## src/assert_macros.svh

```systemverilog
// Assertion macros shared by the RTL modules.
`ifndef ASSERT_MACROS_SVH
`define ASSERT_MACROS_SVH

// Implication checked at every clock edge outside reset.
`define ASSERT_IMPL(label, clk, rst_n, ante, cons, msg) \
    label: assert property (@(posedge clk) disable iff (!rst_n) (ante) |-> (cons)) \
        else $error(msg);

// Next-cycle implication checked outside reset.
`define ASSERT_NEXT(label, clk, rst_n, ante, cons, msg) \
    label: assert property (@(posedge clk) disable iff (!rst_n) (ante) |=> (cons)) \
        else $error(msg);

`endif

```

## src/bba_pkg.sv

```systemverilog
// Shared types and constants for the buddy block allocator.
`default_nettype none
package bba_pkg;
    localparam logic [1:0] ST_FREE  = 2'd0;
    localparam logic [1:0] ST_ALLOC = 2'd1;
    localparam logic [1:0] ST_SPLIT = 2'd2;

    localparam logic MODE_ALLOC = 1'b0;
    localparam logic MODE_FREE  = 1'b1;

    typedef enum logic [2:0] {
        S_IDLE,
        S_READ,
        S_EVAL,
        S_CHK,
        S_DONE,
        S_OUT
    } t_state;

    // Controller to datapath commands.
    typedef struct packed {
        logic start;     // load item, go to root
        logic rd;        // issue read of current node
        logic eval;      // act on read data
        logic chk;       // merge check step (children read)
        logic finish;    // latch the result
    } t_cmd;

    // Datapath to controller status.
    typedef struct packed {
        logic next_read; // a node read is needed
        logic next_chk;  // a merge check is needed
        logic done;      // walk finished
    } t_sts;
endpackage
`default_nettype wire

```

## src/bba_ram.sv

```systemverilog
// Generic RAM with one write port and one registered read port.
`default_nettype none
module bba_ram #(
    parameter int WIDTH = 2,
    parameter int DEPTH = 128
) (
    input  wire logic                     i_clk,
    input  wire logic                     i_we,
    input  wire logic [$clog2(DEPTH)-1:0] i_waddr,
    input  wire logic [WIDTH-1:0]         i_wdata,
    input  wire logic [$clog2(DEPTH)-1:0] i_raddr,
    output logic      [WIDTH-1:0]         o_rdata
);
    logic [WIDTH-1:0] r_mem [DEPTH];

    always_ff @(posedge i_clk) begin
        if (i_we) r_mem[i_waddr] <= i_wdata;
        o_rdata <= r_mem[i_raddr];
    end
endmodule
`default_nettype wire

```

## src/bba_ctrl.sv

```systemverilog
// Controller state machine sequencing the tree walk.
`default_nettype none
module bba_ctrl (
    input  wire logic          i_clk,
    input  wire logic          i_rst_n,
    input  wire logic          i_valid,
    input  wire logic          i_stall,
    input  wire logic          i_clear_busy,
    input  wire bba_pkg::t_sts i_sts,
    output bba_pkg::t_cmd      o_cmd,
    output logic               o_stall,
    output logic               o_valid
);
    import bba_pkg::*;
    `include "assert_macros.svh"

    t_state r_state, n_state;

    always_ff @(posedge i_clk) begin
        if (!i_rst_n) r_state <= S_IDLE;
        else          r_state <= n_state;
    end

    always_comb begin
        n_state = r_state;
        case (r_state)
            S_IDLE: if (i_valid && !i_clear_busy) n_state = S_READ;
            S_READ: n_state = S_EVAL;
            S_EVAL, S_CHK: begin
                // no flag set: return step at the parent, no read needed
                if (i_sts.done)           n_state = S_DONE;
                else if (i_sts.next_chk)  n_state = S_CHK;
                else if (i_sts.next_read) n_state = S_READ;
                else                      n_state = S_EVAL;
            end
            S_DONE: n_state = S_OUT;
            S_OUT:  if (!i_stall) n_state = S_IDLE;
            default: n_state = S_IDLE;
        endcase
    end

    always_comb begin
        o_cmd   = '0;
        o_stall = 1'b1;
        o_valid = 1'b0;
        case (r_state)
            S_IDLE: begin
                o_stall     = i_clear_busy;
                o_cmd.start = i_valid && !i_clear_busy;
            end
            S_READ: o_cmd.rd   = 1'b1;
            S_EVAL: o_cmd.eval = 1'b1;
            S_CHK:  o_cmd.chk  = 1'b1;
            S_DONE: o_cmd.finish = 1'b1;
            S_OUT:  o_valid = 1'b1;
            default: ;
        endcase
    end

    `ASSERT_IMPL(a_one_cmd, i_clk, i_rst_n, 1'b1, $onehot0(o_cmd), "multiple commands")
    `ASSERT_NEXT(a_out_hold, i_clk, i_rst_n, o_valid && i_stall, o_valid, "result dropped")
    `ASSERT_IMPL(a_busy_stall, i_clk, i_rst_n, r_state != S_IDLE, o_stall, "input while busy")
endmodule
`default_nettype wire

```

## src/bba_dp.sv

```systemverilog
// Datapath: node store, walk position, used total and result registers.
`default_nettype none
module bba_dp #(
    parameter int LEVELS      = 6,
    parameter int BLOCK_BYTES = 1024
) (
    input  wire logic          i_clk,
    input  wire logic          i_rst_n,
    input  wire bba_pkg::t_cmd i_cmd,
    input  wire logic          i_mode,
    input  wire logic [23:0]   i_request_bytes,
    input  wire logic [15:0]   i_block_offset,
    output bba_pkg::t_sts      o_sts,
    output logic               o_clear_busy,
    output logic               o_success,
    output logic [15:0]        o_granted_offset,
    output logic [16:0]        o_used_bytes
);
    import bba_pkg::*;
    `include "assert_macros.svh"

    localparam int NODES = (2 << LEVELS) - 1;
    localparam int AW    = $clog2(NODES + 1);
    localparam int DW    = $clog2(LEVELS + 1);
    localparam int BW    = LEVELS + $clog2(BLOCK_BYTES) + 2;
    localparam int RW    = (BW > 24) ? BW : 24;
    localparam int OW    = (BW > 16) ? BW : 16;
    localparam logic [BW-1:0] POOL_BYTES = BW'(BLOCK_BYTES) << LEVELS;

    // Walk position: heap index, depth, node size and base offset. The path is
    // encoded in the index, so returning upward goes to the parent.
    logic [AW-1:0] r_node, n_node;
    logic [DW-1:0] r_depth, n_depth;
    logic [BW-1:0] r_size, n_size;
    logic [BW-1:0] r_base, n_base;
    logic          r_back, n_back;    // returned to r_node from a child
    logic          r_carry, n_carry;  // outcome of that child
    logic          r_right, n_right;  // that child was the right one
    logic          r_mode;
    logic [RW-1:0] r_req;
    logic [OW-1:0] r_off;
    logic          r_ok, n_ok;
    logic [BW-1:0] r_got, n_got;
    logic [16:0]   r_used, n_used;
    logic [1:0]    r_cphase, n_cphase; // merge check: read left, read right, decide
    logic [1:0]    r_lst;

    // Clearing pass.
    logic          r_clr;
    logic [AW-1:0] r_clr_addr;

    logic          we;
    logic [AW-1:0] waddr, raddr;
    logic [1:0]    wdata, rdata;

    bba_ram #(.WIDTH(2), .DEPTH(1 << AW)) u_ram (
        .i_clk(i_clk), .i_we(we), .i_waddr(waddr), .i_wdata(wdata),
        .i_raddr(raddr), .o_rdata(rdata)
    );

    logic [BW-1:0] half;
    logic          is_leaf;
    logic [AW-1:0] lchild, rchild, parent;
    assign half    = r_size >> 1;
    assign is_leaf = (r_depth == DW'(LEVELS));
    assign lchild  = (r_node << 1) + AW'(1);
    assign rchild  = (r_node << 1) + AW'(2);
    assign parent  = (r_node - AW'(1)) >> 1;

    logic go_up, up_ok;

    always_comb begin
        o_sts    = '0;
        n_node   = r_node;
        n_depth  = r_depth;
        n_size   = r_size;
        n_base   = r_base;
        n_back   = r_back;
        n_carry  = r_carry;
        n_right  = r_right;
        n_ok     = r_ok;
        n_got    = r_got;
        n_used   = r_used;
        n_cphase = r_cphase;
        go_up    = 1'b0;
        up_ok    = 1'b0;
        we       = 1'b0;
        waddr    = r_node;
        wdata    = ST_FREE;
        raddr    = r_node;
        if (r_clr) begin
            we    = 1'b1;
            waddr = r_clr_addr;
        end else if (i_cmd.eval && !r_back) begin
            if (r_mode == MODE_ALLOC) begin
                if (rdata == ST_SPLIT && !is_leaf) begin
                    n_node = lchild; n_depth = r_depth + DW'(1); n_size = half;
                    o_sts.next_read = 1'b1;
                end else if (rdata != ST_FREE || r_req > RW'(r_size)) begin
                    go_up = 1'b1;
                end else if (is_leaf || r_req > RW'(half)) begin
                    we = 1'b1; wdata = ST_ALLOC;
                    n_used = r_used + 17'(r_size);
                    n_got  = r_base;
                    n_ok   = 1'b1;
                    o_sts.done = 1'b1;
                end else begin
                    we = 1'b1; wdata = ST_SPLIT;
                    n_node = lchild; n_depth = r_depth + DW'(1); n_size = half;
                    o_sts.next_read = 1'b1;
                end
            end else begin
                if (rdata == ST_FREE) begin
                    go_up = 1'b1;
                end else if (rdata == ST_SPLIT && !is_leaf) begin
                    n_node = lchild; n_depth = r_depth + DW'(1); n_size = half;
                    o_sts.next_read = 1'b1;
                end else if (OW'(r_base) == r_off) begin
                    we = 1'b1; wdata = ST_FREE;
                    n_used = r_used - 17'(r_size);
                    go_up = 1'b1; up_ok = 1'b1;
                end else begin
                    go_up = 1'b1;
                end
            end
        end else if (i_cmd.eval) begin
            // back at a split node: try the right child, else go up (alloc) or merge check (free)
            if (!r_right && !r_carry) begin
                n_node = rchild; n_depth = r_depth + DW'(1); n_size = half;
                n_base = r_base + half; n_back = 1'b0;
                o_sts.next_read = 1'b1;
            end else if (r_mode == MODE_ALLOC) begin
                go_up = 1'b1;
            end else begin
                n_cphase = 2'd0;
                o_sts.next_chk = 1'b1;
            end
        end else if (i_cmd.chk) begin
            raddr = (r_cphase == 2'd0) ? lchild : rchild;
            if (r_cphase == 2'd2) begin
                if (r_lst == ST_FREE && rdata == ST_FREE) begin
                    we = 1'b1; wdata = ST_FREE;
                end
                go_up = 1'b1; up_ok = r_carry;
            end else begin
                n_cphase = r_cphase + 2'd1;
                o_sts.next_chk = 1'b1;
            end
        end
        if (go_up) begin
            if (r_node == '0) begin
                n_ok = up_ok;
                o_sts.done = 1'b1;
            end else begin
                n_node  = parent;
                n_depth = r_depth - DW'(1);
                n_size  = r_size << 1;
                n_base  = r_node[0] ? r_base : r_base - r_size;
                n_back  = 1'b1;
                n_carry = up_ok;
                n_right = !r_node[0];
            end
        end
    end

    always_ff @(posedge i_clk) begin
        if (!i_rst_n) begin
            r_clr      <= 1'b1;
            r_clr_addr <= '0;
            r_used     <= '0;
            r_node     <= '0;
            r_depth    <= '0;
            r_size     <= '0;
            r_base     <= '0;
            r_back     <= 1'b0;
            r_carry    <= 1'b0;
            r_right    <= 1'b0;
            r_ok       <= 1'b0;
            r_got      <= '0;
            r_cphase   <= '0;
            r_lst      <= ST_FREE;
            r_mode     <= MODE_ALLOC;
            r_req      <= '0;
            r_off      <= '0;
            o_success  <= 1'b0;
            o_granted_offset <= '0;
            o_used_bytes <= '0;
        end else begin
            if (r_clr) begin
                r_clr_addr <= r_clr_addr + AW'(1);
                if (r_clr_addr == AW'(NODES - 1)) r_clr <= 1'b0;
            end
            if (i_cmd.start) begin
                r_mode   <= i_mode;
                r_req    <= RW'(i_request_bytes);
                r_off    <= OW'(i_block_offset);
                r_node   <= '0;
                r_depth  <= '0;
                r_size   <= POOL_BYTES;
                r_base   <= '0;
                r_back   <= 1'b0;
                r_carry  <= 1'b0;
                r_right  <= 1'b0;
                r_ok     <= 1'b0;
                r_got    <= '0;
                r_cphase <= '0;
            end else begin
                r_node   <= n_node;
                r_depth  <= n_depth;
                r_size   <= n_size;
                r_base   <= n_base;
                r_back   <= n_back;
                r_carry  <= n_carry;
                r_right  <= n_right;
                r_ok     <= n_ok;
                r_got    <= n_got;
                r_used   <= n_used;
                r_cphase <= n_cphase;
            end
            if (i_cmd.chk && r_cphase == 2'd1) r_lst <= rdata;  // left child
            if (i_cmd.finish) begin
                o_success        <= r_ok;
                o_granted_offset <= 16'(r_got);
                o_used_bytes     <= r_used;
            end
        end
    end

    assign o_clear_busy = r_clr;

    `ASSERT_IMPL(a_no_start_clr, i_clk, i_rst_n, i_cmd.start, !r_clr, "start during clear")
    `ASSERT_IMPL(a_grant_in_pool, i_clk, i_rst_n, i_cmd.finish && r_ok, r_got < POOL_BYTES, "grant beyond pool")
    `ASSERT_IMPL(a_size_set, i_clk, i_rst_n, i_cmd.eval || i_cmd.chk, r_size != '0, "empty node size")
endmodule
`default_nettype wire

```

## src/buddy_block_allocator_top.sv

```systemverilog
// Top level of the buddy block allocator.
//  channel | dir | handshake            | fields
//  in      | in  | i_valid / o_stall    | i_mode, i_request_bytes, i_block_offset
//  out     | out | o_valid / i_stall    | o_success, o_granted_offset, o_used_bytes
// A node visit on the way down is a read, then an act on the read data; each return to
// a split node is one act step, and a merge check on a free reads the left child, reads
// the right child and decides. The walk length is set by the single node store read
// port, and the result is latched once the walk ends.
// After reset a clearing pass marks every node free; input is stalled meanwhile. One
// item is in work at a time; the result is held until taken.
`default_nettype none
module buddy_block_allocator_top #(
    parameter int LEVELS      = 6,
    parameter int BLOCK_BYTES = 1024
) (
    input  wire logic        i_clk,
    input  wire logic        i_rst_n,
    input  wire logic        i_valid,
    output logic             o_stall,
    input  wire logic        i_mode,
    input  wire logic [23:0] i_request_bytes,
    input  wire logic [15:0] i_block_offset,
    output logic             o_valid,
    input  wire logic        i_stall,
    output logic             o_success,
    output logic [15:0]      o_granted_offset,
    output logic [16:0]      o_used_bytes
);
    import bba_pkg::*;

    t_cmd cmd;
    t_sts sts;
    logic clear_busy;

    bba_ctrl u_ctrl (
        .i_clk(i_clk), .i_rst_n(i_rst_n), .i_valid(i_valid), .i_stall(i_stall),
        .i_clear_busy(clear_busy), .i_sts(sts), .o_cmd(cmd), .o_stall(o_stall),
        .o_valid(o_valid)
    );

    bba_dp #(.LEVELS(LEVELS), .BLOCK_BYTES(BLOCK_BYTES)) u_dp (
        .i_clk(i_clk), .i_rst_n(i_rst_n), .i_cmd(cmd), .i_mode(i_mode),
        .i_request_bytes(i_request_bytes), .i_block_offset(i_block_offset),
        .o_sts(sts), .o_clear_busy(clear_busy), .o_success(o_success),
        .o_granted_offset(o_granted_offset), .o_used_bytes(o_used_bytes)
    );
endmodule
`default_nettype wire

```

## config.mk

```make
export PLATFORM = sky130hd
export DESIGN_NAME = buddy_block_allocator_top
export DESIGN_NICKNAME = d
export VERILOG_FILES = /design/src/bba_pkg.sv /design/src/bba_ram.sv /design/src/bba_ctrl.sv /design/src/bba_dp.sv /design/src/buddy_block_allocator_top.sv
export VERILOG_INCLUDE_DIRS = /design/src /design/src/src
export SDC_FILE = /design/constraint.sdc
export NUM_CORES = 1
export LEC_CHECK = 0
export BUFFER_PORTS_ARGS = -buffer_cell sky130_fd_sc_hd__buf_2
export CAP_MARGIN = 20
export CORE_AREA = 2 2 164 247
export DETAILED_ROUTE_END_ITERATION = 10
export DIE_AREA = 0 0 166 249
export PLACE_DENSITY = 0.76
export SLEW_MARGIN = 10
export SYNTH_ARGS = -nofsm -noshare
export SYNTH_HDL_FRONTEND = slang
export SYNTH_SLANG_ARGS = --single-unit
```

## constraint.sdc

```tcl
create_clock -name i_clk -period 5.92 [get_ports i_clk]
set_clock_uncertainty 0.1 [all_clocks]
set_input_delay 0.296 -clock i_clk [delete_from_list [all_inputs] [get_ports i_clk]]
set_output_delay 0.296 -clock i_clk [all_outputs]
set_load 0.005 [all_outputs]
```

Yosys cells after proc, flatten, opt, wreduce, memory -nomap -nowiden
Memory sizes are Yosys's and may differ from the RTL's. A register that Yosys moved wholly into a read port is not among the register bits.
Index checks and enable logic that the tools add are counted.
{"block": "totals", "ff_bits": 173, "ramBits": 256, "elab_cells": 244, "n_memories": 1}
{"name": "u_dp.u_ram.r_mem", "words": 128, "word_bits": 2, "read_ports": 1, "rd_clocked_by_memory_dff": 1, "wr": 1, "line": "bba_ram.sv:14", "text": "logic [WIDTH-1:0] r_mem [DEPTH];"}
{"block": "op_classes", "add_sub_neg": 11, "magnitude_cmp": 2, "eq_ne": 20, "mux": 151, "bitwise": 8, "reduce_logical": 29}
{"cell": "2-to-1 mux 18 bit", "count": 19}
{"cell": "2-to-1 mux 17 bit", "count": 8}
{"cell": "2-to-1 mux 7 bit", "count": 18}
{"cell": "2-to-1 mux 1 bit", "count": 76}
{"cell": "2-to-1 mux 3 bit", "count": 17}
{"cell": "greater-than comparator 24 x 17 -> 1 bit", "count": 1}
{"cell": "greater-than comparator 24 x 18 -> 1 bit", "count": 1}
{"cell": "2-to-1 mux 2 bit", "count": 12}
{"cell": "adder 18 x 17 -> 18 bit", "count": 1}
{"cell": "== test 18 x 16 -> 1 bit", "count": 1}
{"cell": "subtractor 18 bit", "count": 1}
{"cell": "adder 17 bit", "count": 1}
{"cell": "subtractor 17 bit", "count": 1}
{"cell": "case mux 3 bit (5 select lines)", "count": 1}
{"cell": "adder 7 x 1 -> 7 bit, second input constant", "count": 2}
{"cell": "AND reduction 6 bit", "count": 2}
{"cell": "!= test 2 bit, second input constant", "count": 5}
{"cell": "== test 3 bit, second input constant", "count": 3}
{"cell": "NOT 1 bit", "count": 8}
{"cell": "AND reduction 8 bit", "count": 1}
{"cell": "adder 7 x 2 -> 7 bit, second input constant", "count": 1}
{"cell": "== test 7 bit, second input constant", "count": 1}
{"cell": "zero test 7 bit", "count": 1}
{"cell": "subtractor 7 x 1 -> 7 bit, second input constant", "count": 1}
{"cell": "17 further kinds", "count": 38}

Logic depth before layout (Yosys ltp)
Gate-level depths: netlist of the first run.
{"block": "depth", "depth_word": 12, "depth_mapped": 16, "mapped_depth_nobuf": 16}

Cells and area by module
From an unflattened synthesis of the first run, not the netlist that was laid out.
{"block": "hier_totals", "cells_unflattened": 1982, "hier_area_um2": 22027.4}
{"mod": "bba_dp", "instances": 1, "cells_each": 1342, "area_per_inst_um2": 11178.2, "seq_area_each_um2": 3403.3}
{"mod": "bba_ram", "instances": 1, "cells_each": 612, "area_per_inst_um2": 10617.7, "seq_area_each_um2": 7727.4}
{"mod": "bba_ctrl", "instances": 1, "cells_each": 28, "area_per_inst_um2": 231.5, "seq_area_each_um2": 60.1}

Least setup slack after synthesis of the first run
OpenSTA, ideal clock, no wires.
{"block": "synth_path", "path_kind": "register -> register", "from": "register u_dp.r_size[12]", "to": "memory u_dp.u_ram.r_mem[0][1] (data pin)", "arrival_ns": 5.101, "t_required_ns": 5.024, "setup_slack_ns": -0.077, "path_stages_with_launch": 11, "n_path_buf": 1, "path_cell_list": "dfxtp_1 -> clkbuf_1 -> inv_1 -> ha_1 -> and3_1 -> a221o_1 -> a211oi_2 -> nand2_1 -> a211oi_2 -> nand2b_1 -> nor2_1"}
{"block": "synth_via", "elab_chain_len": 8, "elab_cells_between_ends": 10, "cone_classes": "2 x order compare; 6 x mux; 2 x reduce/logical"}
{"item": "from (decl)", "line": "bba_dp.sv:34", "text": "logic [BW-1:0] r_size, n_size;"}
{"item": "from (signal assigned)", "line": "bba_dp.sv:210", "text": "r_size <= n_size;"}
{"item": "greater-than comparator 24 x 17 -> 1 bit", "line": "bba_dp.sv:101", "text": "end else if (is_leaf || r_req > RW'(half)) begin"}
{"item": "logical OR 1 bit", "line": "bba_dp.sv:101"}
{"item": "2-to-1 mux 2 bit", "line": "bba_dp.sv:101"}
{"item": "2-to-1 mux 2 bit *", "line": "bba_dp.sv:99", "text": "end else if (rdata != ST_FREE || r_req > RW'(r_size)) begin"}
{"item": "2-to-1 mux 2 bit *", "line": "bba_dp.sv:96", "text": "if (rdata == ST_SPLIT && !is_leaf) begin"}
{"item": "2-to-1 mux 2 bit *", "line": "bba_dp.sv:95", "text": "if (r_mode == MODE_ALLOC) begin"}
{"item": "2-to-1 mux 2 bit *", "line": "bba_dp.sv:94", "text": "end else if (i_cmd.eval && !r_back) begin"}
{"item": "2-to-1 mux 2 bit *", "line": "bba_dp.sv:91", "text": "if (r_clr) begin"}
{"item": "net u_dp.u_ram.i_wdata[1]", "line": "bba_ram.sv:10", "text": "input wire logic [WIDTH-1:0] i_wdata,"}
{"item": "to (decl)", "line": "bba_ram.sv:14"}
Mark *: on every way through the listed nets, which the timed path passes. The rest lies on a longest branch.

Worst setup path in the final report of the first run
{"block": "layout_path", "from": "register u_dp.r_size[14]", "to": "memory u_dp.u_ram.r_mem[119][1], enable pin"}
{"block": "layout_via", "elab_chain_len": 9}
{"item": "greater-than comparator 24 x 18 -> 1 bit", "line": "bba_dp.sv:99"}
{"item": "logical OR 1 bit", "line": "bba_dp.sv:99"}
{"item": "2-to-1 mux 1 bit", "line": "bba_dp.sv:99"}
{"item": "2-to-1 mux 1 bit", "line": "bba_dp.sv:96"}
{"item": "2-to-1 mux 1 bit", "line": "bba_dp.sv:95"}
{"item": "2-to-1 mux 1 bit", "line": "bba_dp.sv:94"}
{"item": "2-to-1 mux 1 bit", "line": "bba_dp.sv:91"}
{"item": "2-to-1 mux 1 bit", "line": "bba_ram.sv:17", "text": "if (i_we) r_mem[i_waddr] <= i_wdata;"}
{"item": "2-to-1 mux 1 bit (implied by the code)", "line": "bba_ram.sv:17"}
No other way between the ends.

==> results by group, run 1 <==
CTS
  • Post-CTS Resized: 0
  • Clock buffer depth: 3
  • Root buf cell: clkbuf_16
  • Clock sink count: about 430
  • Clock-pin slew on the worst setup and hold paths: about 0.060 ns
  • CTS buffer count: 41
  • H-tree Lvls: 2
  • Clk_lat worst skew: ~0.57 ns
  • CTS tree: done
  • Postcts setup bufs: 0
  • Post-CTS Hold Buffers: 42

Placed design
  • HPWL after DPL: 39.56 mm
  • Buffers on Ports: 80
  • RD Place Congestion: 0.9820

Worst setup path
  • Flop2flop setup slack: approximately 1.1 ns
  • Worst EP required: 6.06 ns
  • R2r worst-path depth: 11
  • Reg2reg start: u_dp.r_size[14]
  • Crit path kind: flop to flop
  • CP arrival: slightly below 5 ns
  • Worst-path maximum fanout: 14
  • Crit Reg-Reg Endpoint: u_dp.u_ram.r_mem[119][1]
  • CP startpoint kind: flop
  • Worst setup EP type: flop

Detailed routing
  • Wire length per cell: ~21 um
  • Drt first pass iters: 7
  • ANT nets after route: 0
  • Vias per inst: ~6
  • Routed vias: ~17000
  • Drt initial violations: between 1000 and 1500
  • WL final: 56.87 mm
  • DRC viols: 0

Finish
  • P&R area growth vs syn: 11.60%
  • Share of cells above drive strength 1: between 10 and 15%
  • Nets@finish: roughly 2400
  • Core Util, Final: between 60% and 70%
  • Antenna Cells: 0

Floorplan
  • Ports: 81
  • Initial core utilization: between 50% and 60%
  • Core ar.: 0.03909 mm2
  • Rows: 89
  • Die span in x: between 150 and 200 um
  • Die area: 0.04133 mm2
  • Chip Height: between 200 and 250 um

Power
  • Switching Power: 1.261 mW
  • Tot Pwr: slightly above 6 mW
  • Pint: between 4 and 5 mW
  • Part of the power in the clock network: a little under half
  • Power per cell area: 245.3 mW/mm2
  • Leakage: 9.253 nW
  • VDD IR max: between 200 and 250 uV
  • Switching Share: 20.85%
  • Power share of the combinational group: between 2 and 3%
  • Sequential Power Share: 52.2%

Timing
  • Min Tclk post-route: around 4.8 ns
  • Final max-slew violation count: 0
  • Fmax achieved: approximately 210 MHz
  • Final period util: between 80% and 90%
  • Final setup violation count: 0
  • Slew headroom: around 28%
  • WHS: -0.004809 ns
  • RSZ-0062 raised after global routing: no
  • Least-Margin Pin Slew: ~1.1 ns
  • Setup_tns: 0 ns
  • Final Hold Viols: 1

Synth
  • Synth cell count leaders: 302 x nand2_1, 256 x edfxtp_1, 218 x nor2_1
  • Post-Syn Instances: 2151
  • Most common cell in the netlist: nand2_1
  • Area fraction of the dominant cell type after synthesis: approximately a third
  • Area contributors post-synth: edfxtp_1 35%, dfxtp_1 16%, mux2i_1 8.0%
  • #FFs+latches synth: 431
  • Cell taking the most area after synthesis: edfxtp_1
  • Post-Synthesis Net Count: between 2000 and 2500
  • Post-synth EDFFs: between 200 and 300
  • Ys async rst share: 0%
  • Register area share after synthesis: between 50% and 60%
  • Synth Cell Area: 0.02210 mm2
  • Primary FF master, synth: edfxtp_1
  • Syn Area/Cell: between 10 and 15 um2
  • Synth cell types: 89
  • Synth warn: 0

Global route
  • Vias in the first global route: around 17000
  • Initial antenna violation count: 0
  • Grt total ovfl: 0
  • Pin count of the biggest net entering global routing: 134
  • Total track usage: 26.80%
  • First-pass GRT wire length: about 90 mm

Outcome
  • Failing checks: hold timing
  • Status: complete, but fails checks

Hold path
  • Hold EP: u_dp.r_off[14]
  • Hold path depth: 3
  • Hold Path Class: primary input to flop
  • Worst hold start: i_block_offset[14]

Flow run
  • Number of max-cap violations: 0
==> flip-flops by register name (all words and copies together) (netlist names), 2 cells and up <==
signal,count
u_dp.r_depth,3
u_dp.r_clr_addr,7
u_ctrl.r_state,3
u_dp.u_ram.r_mem,256
u_dp.o_used_bytes,17
u_dp.u_ram.o_rdata,2
u_dp.r_lst,2
u_dp.r_got,16
u_dp.r_node,7
u_dp.r_base,18
u_dp.r_req,24
u_dp.o_granted_offset,16
u_dp.r_off,16
u_dp.r_size,18
u_dp.r_cphase,2
u_dp.r_used,17
==> critical path, cell delays in order, from the launching register on <==
cell and delay (ns):
dfxtp_1 0.48, inv_1 0.16, ha_1 0.31, and3_1 0.24, nand4_1 0.18, o41ai_1 0.63
nand2_1 0.17, a211oi_2 0.31, and3b_1 0.23, o21bai_2 0.38, nand3_1 0.80, nor2_1 0.43
==> cells in the final DEF, fill, tap and decap left out, types with 42 or more instances in the layout <==
master,n
buf_2,80
mux2i_1,176
ha_1,96
clkbuf_16,42
nor2_1,215
edfxtp_1,256
xnor2_1,52
nand2_1,302
o21ai_0,83
dlygate4sd3_1,42
a21oi_1,170
dfxtp_1,175
inv_1,51
==> cells by family (layout without fill, tap and decap cells) <==
family | Yosys count | after routing | share of synthesized area, %
AND/OR/NAND/NOR | 713 | 713 | 14.41
AO/OA/AOI/OAI | 456 | 456 | 13.13
flip-flops | 431 | 431 | 50.63
multiplexers | 205 | 205 | 9.510
buffers and inverters | 168 | 276 | 3.481
adder cells (fa/ha/maj) | 99 | 99 | 5.706
XOR/XNOR | 79 | 79 | 3.130
==> stage by stage <==
| stage | instances | instance area, um2 | setup slack [ns] |
|---|---|---|---|
| finish | 2759 | 24670 | 1.144 |
| detailed placement | 2639 | 22800 | 1.248 |
| CTS | 2757 | 24620 | 1.192 |
| floorplan | 2151 | 22110 | 1.284 |
| global placement | 2637 | 22770 | 1.401 |
| global route | 2759 | 24670 | 0.8790 |
==> power by group through the flow <==
| stage | Clock [mW] | Sequential, mW | Combinational, mW |
|---|---|---|---|
| after floorplan | 0 | 3.22 | 0.0758 |
| after global routing | 2.88 | 3.16 | 0.162 |
| after CTS | 2.78 | 3.16 | 0.149 |
| final | 2.74 | 3.16 | 0.151 |
| after detailed placement | 0 | 3.23 | 0.127 |
| after global placement | 0 | 3.23 | 0.123 |
==> routing by layer <==
layer | wire, um | global-route usage, % | vias up
met3 | 2235 | 2.796 | 200
met4 | 4567 | 19.23 | 0
met2 | 30260 | 51.18 | 530
met5 | 0 | 0 | -
met1 | 19800 | 26.68 | 8008
li1 | - | - | 7950
==> how the worst max path moves through the flow <==
| stage | start | to |
|---|---|---|
| 6_report | u_dp.r_size[14] | u_dp.u_ram.r_mem[119][1] |
| 2_1_floorplan | u_dp.r_size[12] | u_dp.u_ram.r_mem[0][1] |
| 5_1_grt | u_dp.r_size[12] | u_dp.u_ram.r_mem[69][0] |
| 3_3_place_gp | u_dp.r_size[14] | u_dp.u_ram.r_mem[119][0] |
| 3_5_place_dp | u_dp.r_size[14] | u_dp.u_ram.r_mem[9][1] |
| 4_1_cts | u_dp.r_size[14] | u_dp.u_ram.r_mem[9][0] |
==> layout make-up <==
cell class | instances | area [um2]
clock buffers | 59 | 1185
multi-input cells | 1552 | 10170
well taps | 500 | 625.6
flip-flops and latches | 431 | 11190
clock inverters | 17 | 217.7
fillers | 3116 | 14420
repair buffers | 147 | 1076
inverters | 53 | 200.2
No activity file was read; power rests on OpenSTA's default activity.
==> run 2, diff against run 1 <==
--- a/config.mk
+++ b/config.mk
@@ -6,11 +6,12 @@
 export SDC_FILE = /design/constraint.sdc
 export NUM_CORES = 1
 export LEC_CHECK = 0
+export ABC_AREA = 1
 export BUFFER_PORTS_ARGS = -buffer_cell sky130_fd_sc_hd__buf_2
 export CAP_MARGIN = 20
-export CORE_AREA = 2 2 164 247
+export CORE_AREA = 2 2 169 254
 export DETAILED_ROUTE_END_ITERATION = 10
-export DIE_AREA = 0 0 166 249
+export DIE_AREA = 0 0 171 256
 export PLACE_DENSITY = 0.76
 export SLEW_MARGIN = 10
 export SYNTH_ARGS = -nofsm -noshare
==> constraint.sdc (replaced) <==
create_clock -name i_clk -period 4.32 [get_ports i_clk]
set_clock_uncertainty 0.1 [all_clocks]
set_input_delay 0.216 -clock i_clk [delete_from_list [all_inputs] [get_ports i_clk]]
set_output_delay 0.216 -clock i_clk [all_outputs]
set_load 0.005 [all_outputs]
==> results by group, run 2 <==
Synth
  • Synth Cell Area: 0.02345 mm2
  • Post-synth EDFFs: 256
  • Ys async rst share: 0%
  • Synth cell count leaders: 465 x nand2_1, 408 x nor2_1, 312 x o21ai_0
  • Most common cell in the netlist: nand2_1
  • Register area share after synthesis: 47.72%
  • Synth cell types: 54
  • Area fraction of the dominant cell type after synthesis: 32.78%
  • Syn Area/Cell: 8.238 um2
  • Post-Synthesis Net Count: between 2000 and 3000
  • Area contributors post-synth: edfxtp_1 33%, dfxtp_1 15%, nand2_1 7.4%
  • Post-Syn Instances: approximately 2800
  • Cell taking the most area after synthesis: edfxtp_1
  • Synth warn: 0
  • #FFs+latches synth: between 400 and 500
  • Primary FF master, synth: edfxtp_1

Global route
  • First-pass GRT wire length: about 110 mm
  • Initial antenna violation count: 0
  • Vias in the first global route: around 20000
  • Grt total ovfl: 0
  • Total track usage: between 30 and 40%
  • Pin count of the biggest net entering global routing: 143

Power
  • VDD IR max: slightly above 300 uV
  • Leakage: 10.57 nW
  • Tot Pwr: 8.589 mW
  • Power per cell area: about 330 mW/mm2

CTS
  • Clock sink count: about 430
  • Clk_lat worst skew: ~0.56 ns
  • Postcts setup bufs: 0
  • CTS tree: done
  • Clock-pin slew on the worst setup and hold paths: approximately 0.070 ns
  • H-tree Lvls: 2
  • Root buf cell: clkbuf_16
  • CTS buffer count: 41
  • Clock buffer depth: 3

Finish
  • P&R area growth vs syn: 10.78%
  • Post-Layout Cell Count: approximately 3500
  • FF+latch area: 0.01119 mm2
  • Final Instance Area: between 0.02 and 0.03 mm2
  • Regs by FF count: u_dp.u_ram.r_mem (256), u_dp.r_req (24)
  • Share of cells above drive strength 1: 9.004%
  • Nets@finish: just over 3000
  • Max reg flops: 256
  • Commonest non-fill, non-tap cell in the layout: nand2_1
  • Reg with most FFs: u_dp.u_ram.r_mem
  • Filler cells: 3611
  • Area of the multi-input gates: 0.01065 mm2
  • Commonest non-fill, non-tap cells in the layout: 465 x nand2_1, 404 x nor2_1, 312 x o21ai_0

Worst setup path
  • Most used cell, CP: nand2_1
  • Worst EP required: around 4.5 ns
  • Worst setup EP type: flop
  • Worst-path maximum fanout: 14
  • Worst path max stage delay: 0.63 ns
  • CP cell instances: inv_1 > ha_1 > nand2_1 > nor2_1 > nand2_1 > nor3_2 > nand3_1 > nand2_1 > nand3_2 > nand2_1 > nand3_1 > nand2_1 > nand2_1 > nor2_1
  • Crit-path slowest cell: nand2_1
  • Crit path kind: flop to flop
  • CP arrival: slightly below 4 ns
  • CP startpoint kind: flop

Floorplan
  • Initial core utilization: 56.28%
  • Core ar.: about 0.042 mm2
  • Rows: 92
  • Chip Height: ~260 um
  • Die span in x: 171 um
  • Die area: 0.04378 mm2
  • Ports: roughly 80

Hold path
  • Hold Path Class: primary input to flop

Detailed routing
  • Wire length per cell: between 15 and 20 um
  • Routed vias: approximately 21000
  • Drt first pass iters: 9
  • WL final: between 60 and 70 mm
  • Vias per inst: around 5.9
  • DRC viols: 0
  • Drt initial violations: 1824
  • ANT nets after route: 0

Timing
  • Final setup violation count: 0
  • RSZ-0062 raised after global routing: no
  • Fmax achieved: 262.9 MHz
  • Final period util: about nine tenths
  • Setup_tns: 0 ns
  • Final Hold Viols: 0
  • Final max-slew violation count: 0
  • Min Tclk post-route: between 3 and 4 ns
  • WHS: between 0.07 and 0.08 ns
  • Least-Margin Pin Slew: slightly above 1 ns
  • Slew headroom: a little under a third

Outcome
  • Status: finished clean

Placed design
  • Placed Instances: 3394
  • Placement Cell Area: ~0.024 mm2
  • HPWL after DPL: just under 50 mm
  • Buffers on Ports: 80
  • RD Place Congestion: about 0.99

Flow run
  • Number of max-cap violations: 0
run 2: metal layers:
metal,GRT usage (%),wire [um]
met5,0,0
met4,23.85,6056
met3,4.283,4017
met2,55.70,35430
met1,32.74,24080
run 2: power breakdown:
group	switching [mW]	internal, mW	leakage, nW
clock	1.57	1.88	0.610
sequential	0.0623	4.41	3.95
combinational	0.448	0.221	6.01
run 2: per-stage QoR:
stage	util (%)	worst slack, ns
finish	62.35	0.5157
global route	62.34	0.2902
CTS	62.34	0.5868
detailed placement	58.38	0.6294
global placement	58.38	0.7961
floorplan	-	0.2036
run 2: cells by family after synthesis:
| kind of cell | after synthesis | share of synthesized area [%] |
|---|---|---|
| buf+inv | 395 | 7.000 |
| compound gates | 683 | 16.42 |
| flops | 431 | 47.72 |
| simple gates | 1177 | 21.17 |
| fa+ha+maj | 99 | 5.378 |
| xor+xnor | 62 | 2.315 |
run 2: critical path: cells and delay by family (launching register included):
kind / cells / cell delay [ns]
buffers and inverters: 1 / 0.21
flip-flops: 1 / 0.49
adder cells (fa/ha/maj): 1 / 0.34
AND/OR/NAND/NOR: 12 / 2.35
run 2: final cells by class:
| class | instances | area share (%) |
|---|---|---|
| clock inverter | 17 | 0.5057 |
| inverter | 250 | 3.617 |
| timing repair buffer | 169 | 4.797 |
| antenna | 1 | 0.009632 |
| sequential | 431 | 43.07 |
| tap | 564 | 2.716 |
| clock buffer | 55 | 4.272 |
| multi-input combinational | 2021 | 41.01 |
run 2: worst paths after layout:
path                   startpoint                 endpoint  slack [ns]  cells past startpoint
hold reg to reg    u_dp.r_got[10]           u_dp.r_got[10]        0.36                      2
setup reg to reg  u_dp.r_size[11]  u_dp.u_ram.r_mem[94][0]        0.52                     14
setup / recovery  u_dp.r_size[11]  u_dp.u_ram.r_mem[94][0]        0.52                     14
hold / removal             i_mode              u_dp.r_mode        0.08                      3
run 2: what timing repair did:
item	in CTS	in global routing
hold endpoints to repair	42	0
hold buffers	41	0
resized for setup	0	0
